## src/hdl/assert_macros.svh

```systemverilog
// ----------------------------------------------------------------------------
// assert_macros
// concurrent assertion helpers used by upd_out_buffer
// ----------------------------------------------------------------------------
`ifndef ASSERT_MACROS_SVH
`define ASSERT_MACROS_SVH

// property holds at every clock edge outside reset
`define ASSERT_ALWAYS(label, clk, rst, prop) \
   label: assert property (@(posedge clk) disable iff (rst) (prop)) \
      else $error("assertion failed");

// antecedent implies consequent in the next cycle
`define ASSERT_NEXT(label, clk, rst, ante, cons) \
   label: assert property (@(posedge clk) disable iff (rst) (ante) |=> (cons)) \
      else $error("assertion failed");

`endif

```

## src/hdl/upd_pkg.sv

```systemverilog
// ----------------------------------------------------------------------------
// upd_pkg
// shared constants, types and escape lookup for the url percent decoder
// ----------------------------------------------------------------------------
package upd_pkg;

   localparam int BYTE_W  = 8;
   localparam int SLOTS   = 3;
   localparam int COUNT_W = 2;

   localparam logic [BYTE_W-1:0] CH_PLUS    = 8'h2B;
   localparam logic [BYTE_W-1:0] CH_PERCENT = 8'h25;
   localparam logic [BYTE_W-1:0] CH_SPACE   = 8'h20;
   localparam logic [BYTE_W-1:0] CH_ZERO    = 8'h30;
   localparam logic [BYTE_W-1:0] CH_NINE    = 8'h39;
   localparam logic [BYTE_W-1:0] CH_TWO     = 8'h32;
   localparam logic [BYTE_W-1:0] CH_THREE   = 8'h33;
   localparam logic [BYTE_W-1:0] CH_FOUR    = 8'h34;
   localparam logic [BYTE_W-1:0] CH_UPPER_A = 8'h41;
   localparam logic [BYTE_W-1:0] CH_UPPER_F = 8'h46;

   localparam logic [COUNT_W-1:0] HELD_NONE    = 2'd0;
   localparam logic [COUNT_W-1:0] HELD_PERCENT = 2'd1;
   localparam logic [COUNT_W-1:0] HELD_DIGIT   = 2'd2;

   typedef struct packed {
      logic [COUNT_W-1:0]           count;
      logic [SLOTS-1:0][BYTE_W-1:0] bytes;
      logic [SLOTS-1:0]             lasts;
   } dec_result_type;

   typedef struct packed {
      logic                ok;
      logic [BYTE_W-1:0]   value;
   } lookup_type;

   function automatic lookup_type escape_lookup(input logic [BYTE_W-1:0] d,
                                                input logic [BYTE_W-1:0] c);
      lookup_type r;
      logic [3:0] lo;
      logic       hex;
      r.ok    = 1'b0;
      r.value = '0;
      lo      = 4'd0;
      hex     = 1'b0;
      if (c >= CH_ZERO && c <= CH_NINE) begin
         lo  = c[3:0];
         hex = 1'b1;
      end else if (c >= CH_UPPER_A && c <= CH_UPPER_F) begin
         lo  = 4'(c[3:0] + 4'd9);
         hex = 1'b1;
      end
      if (hex) begin
         if (d == CH_TWO) begin
            r.ok    = !(lo == 4'h0 || lo == 4'hD || lo == 4'hE);
            r.value = {4'h2, lo};
         end else if (d == CH_THREE) begin
            r.ok    = (lo >= 4'hA);
            r.value = {4'h3, lo};
         end else if (d == CH_FOUR) begin
            r.ok    = (lo == 4'h0);
            r.value = 8'h40;
         end
      end
      return r;
   endfunction

endpackage

```

## src/hdl/upd_decode.sv

```systemverilog
// ----------------------------------------------------------------------------
// upd_decode
// escape decoding of one registered byte and the held escape state
// ----------------------------------------------------------------------------
module upd_decode (
   input  logic                         clock,
   input  logic                         reset,
   input  logic                         fire,
   input  logic [upd_pkg::BYTE_W-1:0]   in_byte,
   input  logic                         in_last,
   output upd_pkg::dec_result_type      result
);
   import upd_pkg::*;

   logic [COUNT_W-1:0] held_count_ff, held_count_in;
   logic [BYTE_W-1:0]  held_digit_ff, held_digit_in;

   always_comb begin : decode
      logic [COUNT_W-1:0] n;
      logic [COUNT_W-1:0] cnt;
      logic [BYTE_W-1:0]  dig;
      logic               fresh;
      lookup_type         lk;
      n            = '0;
      cnt          = HELD_NONE;
      dig          = held_digit_ff;
      fresh        = 1'b0;
      result.bytes = '0;
      result.lasts = '0;
      lk           = escape_lookup(held_digit_ff, in_byte);
      case (held_count_ff)
         HELD_PERCENT: begin
            if (in_byte == CH_TWO || in_byte == CH_THREE || in_byte == CH_FOUR) begin
               cnt = HELD_DIGIT;
               dig = in_byte;
            end else begin
               result.bytes[n] = CH_PERCENT;
               n = n + 2'd1;
               fresh = 1'b1;
            end
         end
         HELD_DIGIT: begin
            if (lk.ok) begin
               result.bytes[n] = lk.value;
               n = n + 2'd1;
            end else begin
               result.bytes[n] = CH_PERCENT;
               n = n + 2'd1;
               result.bytes[n] = held_digit_ff;
               n = n + 2'd1;
               fresh = 1'b1;
            end
         end
         default: begin
            fresh = 1'b1;
         end
      endcase
      if (fresh) begin
         if (in_byte == CH_PERCENT) begin
            cnt = HELD_PERCENT;
         end else begin
            result.bytes[n] = (in_byte == CH_PLUS) ? CH_SPACE : in_byte;
            n = n + 2'd1;
         end
      end
      if (in_last) begin
         if (cnt == HELD_PERCENT || cnt == HELD_DIGIT) begin
            result.bytes[n] = CH_PERCENT;
            n = n + 2'd1;
         end
         if (cnt == HELD_DIGIT) begin
            result.bytes[n] = dig;
            n = n + 2'd1;
         end
         cnt = HELD_NONE;
         dig = '0;
         result.lasts[n - 2'd1] = 1'b1;
      end
      result.count  = n;
      held_count_in = fire ? cnt : held_count_ff;
      held_digit_in = fire ? dig : held_digit_ff;
   end

   always_ff @(posedge clock) begin
      if (reset) begin
         held_count_ff <= HELD_NONE;
         held_digit_ff <= '0;
      end else begin
         held_count_ff <= held_count_in;
         held_digit_ff <= held_digit_in;
      end
   end

endmodule

```

## src/hdl/upd_out_buffer.sv

```systemverilog
// ----------------------------------------------------------------------------
// upd_out_buffer
// result register holding up to three decoded bytes, drained one per transfer
// ----------------------------------------------------------------------------
`include "assert_macros.svh"

module upd_out_buffer (
   input  logic                         clock,
   input  logic                         reset,
   input  logic                         load,
   input  upd_pkg::dec_result_type      result,
   output logic                         can_load,
   output logic                         rsp_tvalid,
   input  logic                         rsp_tready,
   output logic [upd_pkg::BYTE_W-1:0]   rsp_tdata,  // out_byte [7:0]
   output logic                         rsp_tlast   // out_last
);
   import upd_pkg::*;

   logic [SLOTS-1:0][BYTE_W-1:0] bytes_ff, bytes_in;
   logic [SLOTS-1:0]             lasts_ff, lasts_in;
   logic [COUNT_W-1:0]           left_ff, left_in;
   logic [COUNT_W-1:0]           rd_ff, rd_in;
   logic                         take;

   assign rsp_tvalid = (left_ff != '0);
   assign take       = rsp_tvalid && rsp_tready;
   assign can_load   = (left_ff == '0) || (left_ff == 2'd1 && rsp_tready);
   assign rsp_tdata  = bytes_ff[rd_ff];
   assign rsp_tlast  = lasts_ff[rd_ff];

   always_comb begin
      bytes_in = bytes_ff;
      lasts_in = lasts_ff;
      left_in  = left_ff;
      rd_in    = rd_ff;
      if (load) begin
         bytes_in = result.bytes;
         lasts_in = result.lasts;
         left_in  = result.count;
         rd_in    = '0;
      end else if (take) begin
         left_in = left_ff - 2'd1;
         rd_in   = rd_ff + 2'd1;
      end
   end

   always_ff @(posedge clock) begin
      bytes_ff <= bytes_in;
      lasts_ff <= lasts_in;
      if (reset) begin
         left_ff <= '0;
         rd_ff   <= '0;
      end else begin
         left_ff <= left_in;
         rd_ff   <= rd_in;
      end
   end

   `ASSERT_ALWAYS(a_slot_range, clock, reset, (3'(rd_ff) + 3'(left_ff)) <= 3'(SLOTS))
   `ASSERT_NEXT(a_drain_empty, clock, reset, take && left_ff == 2'd1 && !load, !rsp_tvalid)
   `ASSERT_ALWAYS(a_last_final, clock, reset, !(take && rsp_tlast) || left_ff == 2'd1)

endmodule

```

## src/hdl/url_percent_decoder_top.sv

```systemverilog
// ----------------------------------------------------------------------------
// url_percent_decoder_top
// url percent decoder: one byte in, zero to three decoded bytes out
// path: a byte passes from the input register through the decoder into the
//   result register, from which its first result can transfer
// throughput: one byte per cycle while rsp_tready is high and each byte
//   yields at most one result; more results hold the input to the last transfer
// reset: synchronous, clears the held escape state and the result register
// ----------------------------------------------------------------------------
module url_percent_decoder_top (
   input  logic                         clock,
   input  logic                         reset,
   input  logic                         req_tvalid,
   output logic                         req_tready,
   input  logic [upd_pkg::BYTE_W-1:0]   req_tdata,  // in_byte [7:0]
   input  logic                         req_tlast,  // in_last
   output logic                         rsp_tvalid,
   input  logic                         rsp_tready,
   output logic [upd_pkg::BYTE_W-1:0]   rsp_tdata,  // out_byte [7:0]
   output logic                         rsp_tlast   // out_last
);
   import upd_pkg::*;

   logic              valid_ff, valid_in;
   logic [BYTE_W-1:0] byte_ff, byte_in;
   logic              last_ff, last_in;
   logic              can_load;
   logic              move;
   logic              accept;
   dec_result_type    result;

   assign move       = valid_ff && can_load;
   assign req_tready = !valid_ff || move;
   assign accept     = req_tvalid && req_tready;

   always_comb begin
      valid_in = accept ? 1'b1 : (move ? 1'b0 : valid_ff);
      byte_in  = accept ? req_tdata : byte_ff;
      last_in  = accept ? req_tlast : last_ff;
   end

   always_ff @(posedge clock) begin
      byte_ff <= byte_in;
      last_ff <= last_in;
      if (reset) begin
         valid_ff <= 1'b0;
      end else begin
         valid_ff <= valid_in;
      end
   end

   upd_decode u_decode (
      .clock   (clock),
      .reset   (reset),
      .fire    (move),
      .in_byte (byte_ff),
      .in_last (last_ff),
      .result  (result)
   );

   upd_out_buffer u_out_buffer (
      .clock      (clock),
      .reset      (reset),
      .load       (move),
      .result     (result),
      .can_load   (can_load),
      .rsp_tvalid (rsp_tvalid),
      .rsp_tready (rsp_tready),
      .rsp_tdata  (rsp_tdata),
      .rsp_tlast  (rsp_tlast)
   );

endmodule
```

## config.mk

```make
export PLATFORM = sky130hd
export DESIGN_NAME = url_percent_decoder_top
export DESIGN_NICKNAME = d
export VERILOG_FILES = /design/src/hdl/upd_pkg.sv /design/src/hdl/upd_decode.sv /design/src/hdl/upd_out_buffer.sv /design/src/hdl/url_percent_decoder_top.sv
export VERILOG_INCLUDE_DIRS = /design/src /design/src/hdl
export SDC_FILE = /design/constraint.sdc
export NUM_CORES = 1
export LEC_CHECK = 0
export ABC_AREA = 1
export BUFFER_PORTS_ARGS = -buffer_cell sky130_fd_sc_hd__buf_2
export CAP_MARGIN = 20
export CORE_MARGIN = 4
export CORE_UTILIZATION = 50
export DETAILED_ROUTE_END_ITERATION = 16
export GPL_TIMING_DRIVEN = 1
export PLACE_DENSITY = 0.78
export SLEW_MARGIN = 15
export SYNTH_ARGS = -nofsm -noshare
export SYNTH_HDL_FRONTEND = slang
export SYNTH_SLANG_ARGS = --single-unit
```

## constraint.sdc

```tcl
create_clock -name clock -period 4.7 [get_ports clock]
set_clock_uncertainty 0.1 [all_clocks]
set_input_delay 0.235 -clock clock [delete_from_list [all_inputs] [get_ports clock]]
set_output_delay 0.235 -clock clock [all_outputs]
set_load 0.01 [all_outputs]
```

==> results.toml <==
[detailed_routing]
antenna_left = 0
drc = 0
vias_per_cell = 5.84
drtPass1Iterations = 6
finalWirelength_mm = 8.54
routedWlPerCell_um = 16.0
vias = 3112
drt_iter0_markers = 263

[die]
rows = 29
initial_core_util_pct = 52.2
io_pins = 24
die_w_um = 89.9
dieArea_sq_um = 8070
core_sq_um = 6420
die-height_um = 89.9

[finish]
nFillCells = 555
nets = 487
drive_above_1_share_pct = 17.1
final_cell_mix = "62 x inv_1, 58 x nand2_1, 47 x nand3_1"
syn_to_final_growth_pct = 13.7
layout_commonest_cell = "inv_1"
seq_area_sq_um = 1380
n_antenna_cell = 0
fin_area_sq_um = 3810
multiInputGateArea_sq_um = 1710
final_util_pct = 59.3

[clock_network]
clkTransAtPathRegs_ps = 100
clock_path_buffers = 2
htree_levels = 2
numCtsBuffers = 5
clock_sinks = 51
clk_latency_ps = 320
root_buffer = "clkbuf_8"
tritoncts = "done"

[worst_setup_path]
worstPathRequired_ps = 4710
crit_top_cell = "nand2_1"
end_kind = "register"
cp.depth = 27
path_max_fanout = 8
arrival_ps = 4430
slowest_stage = "edfxtp_1"
critical_path.top_delay_family = "simple AND/OR/NAND/NOR gates"
worst-path-buf-inv = 4
worstSetupPathType = "reg2reg"
worstSetupStartpointType = "register"
reg2reg_depth = 27
cp_slowest_stage_delay_ps = 420

[global_routing]
grt_max_degree = 34
antenna_found_initial = 0
gr-usage-all-layers_pct = 20.9
grt-ovfl-total = 0
grt_first_pass_wirelength_mm = 14.0
first_global_vias = 2895

[placed_design]
port_buffers = 23
hpwl_mm = 6.52
dp_slack_ps = 18.8
place_area_sq_um = 3550
place_congestion = 0.948

[timing]
tightestPinTransition_ps = 663
layout_min_cycle_time_ps = 4410
tns_ps = 0
finalCritPeriodShare_pct = 93.9
slew_viol_final = 0
finalSetupViolCount = 0
worst_slack_ps = 286
hold_violations = 0
hold_ws_ps = 12.6
slew-limit-headroom_pct = 55.3
rsz0062_at_grt = "yes"
fmaxAchievable_mhz = 227

[synth]
synth_top_area_share_pct = 32.3
ys_warn_count = 0
synth.distinct_cells = 35
synthTopCellsByArea = "edfxtp_1 32%, dfxtp_1 9.0%, nand3_1 7.5%"
yosys.area.top_type = "edfxtp_1"
syn_inst = 416
ys_seq_area_share_pct = 41.2
syn_area_sq_um = 3350
synth_area_per_cell_sq_um = 8.05
synth_nets = 448
ys_seq_elements = 51

[hold_path]
holdPathStages = 2
hp-class = "in2reg"

[power]
leakage_nw = 1.57
p_per_area_nw_per_um2 = 317
peakVddDrop_v = 0.000154

[flow_run]
drv_cap = 0

[status]
outcome = "finished, final reports clean"
[power breakdown]
part / total [W] / switching, W / leakage, nW / internal (W)
logic: 0.000305 / 0.000197 / 1.05 / 0.000109
registers: 0.000599 / 0.0000418 / 0.465 / 0.000557
clock network: 0.000302 / 0.000162 / 0.0530 / 0.000139
total: 0.00121 / 0.000401 / 1.57 / 0.000805
[stage by stage]
step,power (W),instances
3_5_place_dp,0.000905,513
2_1_floorplan,0.000802,416
5_1_grt,0.00127,533
6_report,0.00121,533
3_3_place_gp,0.000897,513
4_1_cts,0.00121,530
[flip-flops by register name, indices dropped and copies added (netlist names)]
| register | cells |
|---|---|
| last_ff | 1 |
| u_out_buffer.left_ff | 2 |
| byte_ff | 8 |
| u_out_buffer.rd_ff | 2 |
| u_decode.held_count_ff | 2 |
| u_out_buffer.bytes_ff | 24 |
| valid_ff | 1 |
| u_decode.held_digit_ff | 8 |
| u_out_buffer.lasts_ff | 3 |
[layout make-up]
type	instances	share of cell area (%)
Multi-Input combinational cell	289	44.9
Clock inverter	2	0.427
Timing Repair Buffer	38	6.57
Tap cell	77	2.53
Clock buffer	6	2.46
Sequential cell	51	36.3
Inverter	70	6.90
[cell families after synthesis]
family | after synthesis | synth area share, %
simple gates | 190 | 27.5
flops | 51 | 41.2
buf+inv | 76 | 8.89
fa+ha+maj | 19 | 7.09
xor+xnor | 1 | 0.261
compound gates | 79 | 15.0
[path summary, 6_finish.rpt]
path / start / end / slack [ps]
hold / removal: reset / valid_ff / 10
setup reg to reg: byte_ff[0] / u_out_buffer.bytes_ff[17] / 290
setup / recovery: byte_ff[0] / u_out_buffer.bytes_ff[17] / 290
hold reg to reg: u_decode.held_digit_ff[7] / u_decode.held_digit_ff[7] / 410
[cells in the mapped netlist, drive strengths merged]
cell,count
inv,68
o22ai,6
xnor2,1
o21ai,24
nand3,58
nor3,10
buf,3
o32ai,5
a32oi,3
nand4,4
edfxtp,36
o21a,2
o41ai,2
a22oi,1
o211ai,4
o31ai,10
ha,19
a21oi,18
clkinv,2
a31oi,4
dfxtp,15
clkbuf,3
nand2,73
nor2,45
[metal layers]
layer  share of wire (%)  wire (um)  GRT usage, %
met1                  45       3830          28.7
met2                  46       3950          34.4
met3                 6.4        547          2.50
met4                 2.4        208          7.27
met5                   0          0             0
[timing repair]
item / 4_1_cts / 5_1_grt
buffers inserted: 1 / 2
endpoints found under the hold margin: 8 / 1
resized for setup: 0 / 12
hold buffers: 8 / 1
pin swaps: 0 / 4
endpoints found under the setup margin: 1 / 24
Power figures use the tool's default switching activity.
